<file path="src/rtl/core/mpmsu_pkg.sv">
// Shared types, codes and saturating arithmetic for the strain update block.
// Used by every module of the block; depends on nothing.
package mpmsu_pkg;

   localparam int VALUE_WIDTH = 48;
   localparam int FRAC_BITS   = 32;

   typedef logic signed [VALUE_WIDTH-1:0] value_type;

   localparam value_type VMAX = {1'b0, {(VALUE_WIDTH-1){1'b1}}};
   localparam value_type VMIN = {1'b1, {(VALUE_WIDTH-1){1'b0}}};

   localparam logic [3:0] QTY_STRAIN_XX = 4'd0;
   localparam logic [3:0] QTY_STRAIN_YY = 4'd1;
   localparam logic [3:0] QTY_STRAIN_ZZ = 4'd2;
   localparam logic [3:0] QTY_STRAIN_XY = 4'd3;
   localparam logic [3:0] QTY_STRAIN_YZ = 4'd4;
   localparam logic [3:0] QTY_STRAIN_ZX = 4'd5;
   localparam logic [3:0] QTY_ROT_XY    = 4'd6;
   localparam logic [3:0] QTY_ROT_YZ    = 4'd7;
   localparam logic [3:0] QTY_ROT_ZX    = 4'd8;
   localparam logic [3:0] QTY_VOLUME    = 4'd9;
   localparam logic [3:0] QTY_LEN_X     = 4'd10;
   localparam logic [3:0] QTY_LEN_Y     = 4'd11;
   localparam logic [3:0] QTY_LEN_Z     = 4'd12;

   localparam logic [1:0] OP_NODE = 2'd0;
   localparam logic [1:0] OP_VOL  = 2'd1;
   localparam logic [1:0] OP_LEN  = 2'd2;

   typedef struct packed {
      value_type grad_x;
      value_type grad_y;
      value_type grad_z;
      value_type disp_x;
      value_type disp_y;
      value_type disp_z;
      value_type volume_old;
      value_type length_x_old;
      value_type length_y_old;
      value_type length_z_old;
      logic      last_node;
   } req_type;

   typedef struct packed {
      logic [3:0] quantity;
      value_type  value;
      logic       bad_jacobian;
      logic       last_result;
   } rsp_type;

   typedef struct packed {
      logic       capture;
      logic       mul_start;
      logic [1:0] mul_op;
      logic       acc_en;
      logic       trace_en;
      logic       vol_en;
      logic       cbrt_start;
      logic       len_en;
      logic       len_pass;
      logic       emit_en;
      logic       load_id;
      logic [1:0] row;
      logic [1:0] col;
      logic [3:0] idx;
   } cmd_type;

   typedef struct packed {
      logic mul_done;
      logic cbrt_done;
      logic last_node;
      logic jac_pos;
   } sts_type;

   function automatic value_type sadd(value_type a, value_type b);
      logic signed [VALUE_WIDTH:0] s;
      s = {a[VALUE_WIDTH-1], a} + {b[VALUE_WIDTH-1], b};
      if (s[VALUE_WIDTH] != s[VALUE_WIDTH-1]) begin
         return s[VALUE_WIDTH] ? VMIN : VMAX;
      end
      return s[VALUE_WIDTH-1:0];
   endfunction

   function automatic value_type ssub(value_type a, value_type b);
      logic signed [VALUE_WIDTH:0] s;
      s = {a[VALUE_WIDTH-1], a} - {b[VALUE_WIDTH-1], b};
      if (s[VALUE_WIDTH] != s[VALUE_WIDTH-1]) begin
         return s[VALUE_WIDTH] ? VMIN : VMAX;
      end
      return s[VALUE_WIDTH-1:0];
   endfunction

   function automatic value_type half_diff(value_type a, value_type b);
      logic signed [VALUE_WIDTH:0] d;
      d = {a[VALUE_WIDTH-1], a} - {b[VALUE_WIDTH-1], b};
      return d[VALUE_WIDTH:1];
   endfunction

endpackage

</file>
<file path="src/rtl/core/mpmsu_ctrl.sv">
// Controller state machine that sequences node products, the per-point tail
// and result emission. Depends on mpmsu_pkg.
module mpmsu_ctrl (
   input  logic               clock,
   input  logic               reset,
   input  logic               start,
   output logic               busy,
   output mpmsu_pkg::cmd_type cmd,
   input  mpmsu_pkg::sts_type sts
);

   localparam logic [3:0] S_IDLE      = 4'd0;
   localparam logic [3:0] S_NODE_MUL  = 4'd1;
   localparam logic [3:0] S_NODE_WAIT = 4'd2;
   localparam logic [3:0] S_TRACE     = 4'd3;
   localparam logic [3:0] S_VOL_MUL   = 4'd4;
   localparam logic [3:0] S_VOL_WAIT  = 4'd5;
   localparam logic [3:0] S_ROOT      = 4'd6;
   localparam logic [3:0] S_ROOT_WAIT = 4'd7;
   localparam logic [3:0] S_LEN_MUL   = 4'd8;
   localparam logic [3:0] S_LEN_WAIT  = 4'd9;
   localparam logic [3:0] S_LEN_PASS  = 4'd10;
   localparam logic [3:0] S_EMIT      = 4'd11;

   logic [3:0] state_ff, state_in;
   logic [1:0] row_ff, row_in, col_ff, col_in;
   logic [3:0] idx_ff, idx_in;

   always_comb begin
      state_in = state_ff;
      row_in   = row_ff;
      col_in   = col_ff;
      idx_in   = idx_ff;
      cmd      = '0;
      cmd.row  = row_ff;
      cmd.col  = col_ff;
      cmd.idx  = idx_ff;
      case (state_ff)
         S_IDLE: begin
            if (start) begin
               cmd.capture = 1'b1;
               row_in      = 2'd0;
               col_in      = 2'd0;
               state_in    = S_NODE_MUL;
            end
         end
         S_NODE_MUL: begin
            cmd.mul_start = 1'b1;
            cmd.mul_op    = mpmsu_pkg::OP_NODE;
            state_in      = S_NODE_WAIT;
         end
         S_NODE_WAIT: begin
            if (sts.mul_done) begin
               cmd.acc_en = 1'b1;
               if (row_ff == 2'd2 && col_ff == 2'd2) begin
                  idx_in   = 4'd0;
                  state_in = sts.last_node ? S_TRACE : S_IDLE;
               end else begin
                  if (col_ff == 2'd2) begin
                     col_in = 2'd0;
                     row_in = row_ff + 2'd1;
                  end else begin
                     col_in = col_ff + 2'd1;
                  end
                  state_in = S_NODE_MUL;
               end
            end
         end
         S_TRACE: begin
            cmd.trace_en = 1'b1;
            idx_in       = idx_ff + 4'd1;
            if (idx_ff == 4'd3) begin
               state_in = S_VOL_MUL;
            end
         end
         S_VOL_MUL: begin
            cmd.mul_start = 1'b1;
            cmd.mul_op    = mpmsu_pkg::OP_VOL;
            state_in      = S_VOL_WAIT;
         end
         S_VOL_WAIT: begin
            if (sts.mul_done) begin
               cmd.vol_en = 1'b1;
               state_in   = sts.jac_pos ? S_ROOT : S_LEN_PASS;
            end
         end
         S_ROOT: begin
            cmd.cbrt_start = 1'b1;
            state_in       = S_ROOT_WAIT;
         end
         S_ROOT_WAIT: begin
            if (sts.cbrt_done) begin
               idx_in   = 4'd0;
               state_in = S_LEN_MUL;
            end
         end
         S_LEN_MUL: begin
            cmd.mul_start = 1'b1;
            cmd.mul_op    = mpmsu_pkg::OP_LEN;
            state_in      = S_LEN_WAIT;
         end
         S_LEN_WAIT: begin
            if (sts.mul_done) begin
               cmd.len_en = 1'b1;
               if (idx_ff == 4'd2) begin
                  idx_in   = 4'd0;
                  state_in = S_EMIT;
               end else begin
                  idx_in   = idx_ff + 4'd1;
                  state_in = S_LEN_MUL;
               end
            end
         end
         S_LEN_PASS: begin
            cmd.len_pass = 1'b1;
            idx_in       = 4'd0;
            state_in     = S_EMIT;
         end
         S_EMIT: begin
            cmd.emit_en = 1'b1;
            idx_in      = idx_ff + 4'd1;
            if (idx_ff == mpmsu_pkg::QTY_LEN_Z) begin
               cmd.load_id = 1'b1;
               state_in    = S_IDLE;
            end
         end
         default: begin
            state_in = S_IDLE;
         end
      endcase
   end

   always_ff @(posedge clock) begin
      if (reset) begin
         state_ff <= S_IDLE;
         row_ff   <= '0;
         col_ff   <= '0;
         idx_ff   <= '0;
      end else begin
         state_ff <= state_in;
         row_ff   <= row_in;
         col_ff   <= col_in;
         idx_ff   <= idx_in;
      end
   end

   assign busy = (state_ff != S_IDLE);

endmodule

</file>
<file path="config.mk">
export PLATFORM = sky130hd
export DESIGN_NAME = mpmsu_ctrl
export DESIGN_NICKNAME = d
export VERILOG_FILES = /design/src/rtl/core/mpmsu_pkg.sv /design/src/rtl/core/mpmsu_ctrl.sv
export SDC_FILE = /design/constraint.sdc
export NUM_CORES = 1
export LEC_CHECK = 0
export BUFFER_PORTS_ARGS = -buffer_cell sky130_fd_sc_hd__buf_4
export CORE_AREA = 5 5 56 58
export DETAILED_ROUTE_END_ITERATION = 10
export DIE_AREA = 0 0 61 63
export PLACE_DENSITY = 0.74
export SETUP_SLACK_MARGIN = 0.15
export SLEW_MARGIN = 30
export SYNTH_ARGS = -nofsm -noshare
export SYNTH_HDL_FRONTEND = slang
export SYNTH_SLANG_ARGS = --single-unit
</file>
<file path="constraint.sdc">
create_clock -name clock -period 3.81 [get_ports clock]
set_clock_uncertainty 0.15 [all_clocks]
set_input_delay 0.5715 -clock clock [delete_from_list [all_inputs] [get_ports clock]]
set_output_delay 0.5715 -clock clock [all_outputs]
set_load 0.02 [all_outputs]
</file>
* After elaboration in Yosys (flattened, before gate mapping)
Index checks and enable logic that the tools add are counted.
** Word-level totals
- Register bits :: 12
- Input bits :: 7
- Output and inout port bits :: 21
- Logic and storage cells :: 82
** Operators by class
- Add/sub/neg operators :: 3
- Eq/ne operators :: 26
- Multiplexer cells :: 39
- Reduce and logical (&&, ||, !) cells :: 10
** Operators with widths (number)
- 4-bit two-way mux :: 13
- 4-bit one-hot mux with 12 select lines :: 1
- 2-bit two-way mux :: 11
- 4-bit == test (second input constant) :: 5
- 2-bit inequality test (second input constant) :: 10
- 4-bit one-hot mux with 5 select lines :: 1
- 4-bit by 2-bit == test with 1-bit output (second input constant) :: 4
- 4-bit by 3-bit == test with 1-bit output (second input constant) :: 4
- 1-bit two-way mux :: 10
- 5-bit AND reduction :: 2
- 3-bit one-hot mux with 3 select lines :: 1
- 2-bit one-hot mux with 2 select lines :: 2
- 7-bit AND reduction :: 1
- 5-bit nonzero test :: 1
- 2-bit by 1-bit adder with 2-bit output (second input constant) :: 2
- 4-bit by 1-bit adder with 4-bit output (second input constant) :: 1
- 2-bit == test (second input constant) :: 2
- 4-bit by 1-bit == test with 1-bit output (second input constant) :: 1
- 4-bit zero test :: 1
- 4-bit AND reduction :: 1
- 4-bit nonzero test :: 1
- 2-bit nonzero test :: 1
- 2-bit OR reduction :: 1
- 1-bit logical AND :: 1

* Longest topological paths before layout
- Depth after elaboration :: 5
- Depth in mapped cells :: 7
- Mapped depth without buffers :: 7

* Worst setup path before layout
No wires, ideal clock.
- Path type :: register to output
- Start point :: register state_ff[1]
- End point :: output cmd[17] in the netlist's numbering
- Arrival :: 1366 ps
- Required time :: 3089 ps
- Setup slack :: 1723 ps
- Cell stages (with the launch flop) :: 4
- Path buffers :: 2
- Cells stage by stage :: dfxtp_1 buf_4 clkbuf_1 nor4_1
** RTL lines
- start: declaration :: RTL line mpmsu_ctrl.sv:25 : logic [3:0] state_ff, state_in;
- start signal: assignment :: RTL line mpmsu_ctrl.sv:140 : state_ff <= state_in;
- end: declaration :: RTL line mpmsu_ctrl.sv:8 : output mpmsu_pkg::cmd_type cmd,

==> flow_metrics.tcl <==
set metrics [dict create \
    worst_hold_slack_ns 0.365 \
    fin_crit_ns 2.49 \
    crit_type "reg -> out" \
    port_buffers 27 \
    yosysSeqAreaShare_pct 24.1 \
    synth_nets 145 \
    vias_per_cell 5.48 \
    cts_made_buffers 3 \
    setup.worst_path.start_class "register" \
    finalPower_uw 523 \
    clkSlewWorstSetupHoldPaths_ns 0.07 \
    grt-ovfl-total 0 \
    timing.fmax_mhz 402 \
    grt_pass1_wl_um 3930 \
    p_leak_uw 0.000482 \
    drv_cap 0 \
    ctsResizeCount 0 \
    syn_area_per_cell_um2 7.43 \
    dp.cells 184 \
    worstMarginPinSlew_ns 0.685 \
    grt_max_degree 23 \
    ctsHoldBuffers 0 \
    drt-pass1-iter-count 4 \
    antenna_cells 0 \
    core-area_um2 2620 \
    drcViolationCount 0 \
    fin_tns_setup_ns 0 \
    ios 28 \
    fp-row-count 19 \
    drv_slew 0 \
    yosysTopAreaCellShare_pct 24.1 \
    hp-class "reg -> reg" \
    crit_fanout 21 \
    drt_iter0_drc 47 \
    ys.flop_type "dfxtp_1" \
    endpoint_kind "output pin" \
    max_stage_delay_ns 0.72 \
    cts_root_buf "clkbuf_4" \
    cp_slowest_cell "dfxtp_1" \
    die-area_um2 3840 \
    syn_inst 134 \
    gp_congestion 0.826 \
    peakVddDrop_v 0.000235 \
    power_density_nw_per_um2 431 \
    ys_types 42 \
    area_delta_synth_final_pct 21.9 \
    grt_pass1_vias 926 \
    crit_required_ns 3.09 \
    start_util_pct 38.1 \
    final_cells 187 \
    routed_wl_um 2440 \
    antenna_found_initial 0 \
    vias 1025 \
    cp.arrival_ns 1.76 \
    async_reset_ff_share_pct 0 \
    synth_edf_count 0 \
    ant_nets 0 \
    hpwl_um 1830 \
    clock_sinks 12 \
    status "finished clean" \
    setup_violations 0 \
    cts_tree "done" \
    final_cell_mix "buf_4, nor2_1, dfxtp_1, a21oi_1, nand2_1" \
    drive_gt1_share_pct 21.2 \
    fill_cells 272 \
    track_usage_pct 13.2 \
    final_common_cell "buf_4" \
    htree_levels 1 \
    path_cells "nor2b_1 -> nand2_1 -> nor3_1 -> buf_4" \
    die_w_um 61 \
    relSlewSlack_pct 54.3 \
    clock_path_buffers 2 \
    synth-seq-cells 12 \
    cts_setup_buffers 0 \
    hold_viol_final 0 \
    final_nets 169 \
    synthTopCellsByArea "dfxtp_1, a21oi_1, ha_1" \
    clk_latency_ns 0.26 \
    min_period_over_period_pct 65.3 \
    yosysWarnings 0 \
    fin_util_pct 46.4 \
    rsz0062_at_grt "false" \
    die-height_um 63 \
    wl_per_cell_um 13.1 \
    yosys.area.top_type "dfxtp_1" \
    synth_area_um2 996 \
]
sequential cells by signal, summed over array words and instances, names as in the netlist:
| name | flops |
|---|---|
| idx_ff | 4 |
| state_ff | 4 |
| col_ff | 2 |
| row_ff | 2 |
cells by family (layout without fill, tap and decap cells):
logic type | count (synthesis) | count (layout) | synth area share, %
and+or+nand+nor | 62 | 62 | 34.3
AOI/OAI and AO/OA | 36 | 36 | 26.3
buffers and inverters | 18 | 40 | 8.42
DFF | 12 | 12 | 24.1
adders and majority gates | 4 | 4 | 5.03
xor gates and xnor gates | 1 | 1 | 0.880
muxes | 1 | 1 | 1.01
final timing paths:
path	start	endpoint	slack, ns	cells past startpoint
worst min-delay path	row_ff[0]	row_ff[0]	0.37	1
worst max register to register	state_ff[2]	idx_ff[3]	1.57	5
worst max-delay path	state_ff[0]	cmd[11]	1.32	4
worst min register to register	row_ff[0]	row_ff[0]	0.37	1
through the flow:
stage | setup slack [ns] | instance area (um2)
finish | 1.32 | 1210
global route | 1.19 | 1210
CTS | 1.32 | 1210
global placement | 1.68 | 1190
detailed placement | 1.62 | 1190
floorplan | 1.72 | 996
cells in the mapped netlist, drive strengths merged (2+ instances only):
cell	count
dfxtp	12
nor2	12
a21oi	11
inv	10
nand2	10
nand3	9
o21ai	8
nand2b	6
nor3	5
buf	4
clkbuf	4
ha	4
nor2b	4
or3	3
a21boi	2
a21o	2
nor4	2
nor4b	2
nor4bb	2
o211ai	2
or4	2
or4b	2
layer usage:
layer	vias to the layer above	wire, um	track usage, %	part of all wire, %
li1	530	-	-	-
met1	469	1190	17.9	49
met5	-	0	0	0
met2	24	1100	20.2	45
met4	0	30	6.50	1.2
met3	2	125	1.45	5.1
critical path, delay by kind of cell, from the launching register on:
| kind | cells | cell delay (ns) |
|---|---|---|
| AND/OR/NAND/NOR | 3 | 0.60 |
| flip-flops | 1 | 0.72 |
| buffers and inverters | 1 | 0.18 |
report_power, final:
| part | switching (uW) | internal (uW) | total [uW] | leakage (uW) |
|---|---|---|---|---|
| Sequential | 55.0 | 138 | 193 | 0.0000972 |
| Combinational | 143 | 113 | 256 | 0.000372 |
| Clock | 38.0 | 36.4 | 74.4 | 0.0000138 |
| Total | 236 | 287 | 523 | 0.000482 |
cell type report:
class	instances	area (um2)	area share, %
multi-input cells	104	672	55.4
flip-flops and latches	12	240	19.8
repair buffers	27	203	16.7
well taps	31	38.8	3.20
inverters	10	37.5	3.09
clock buffers	3	22.5	1.86
Note: power is estimated with default switching activity, not from simulation.
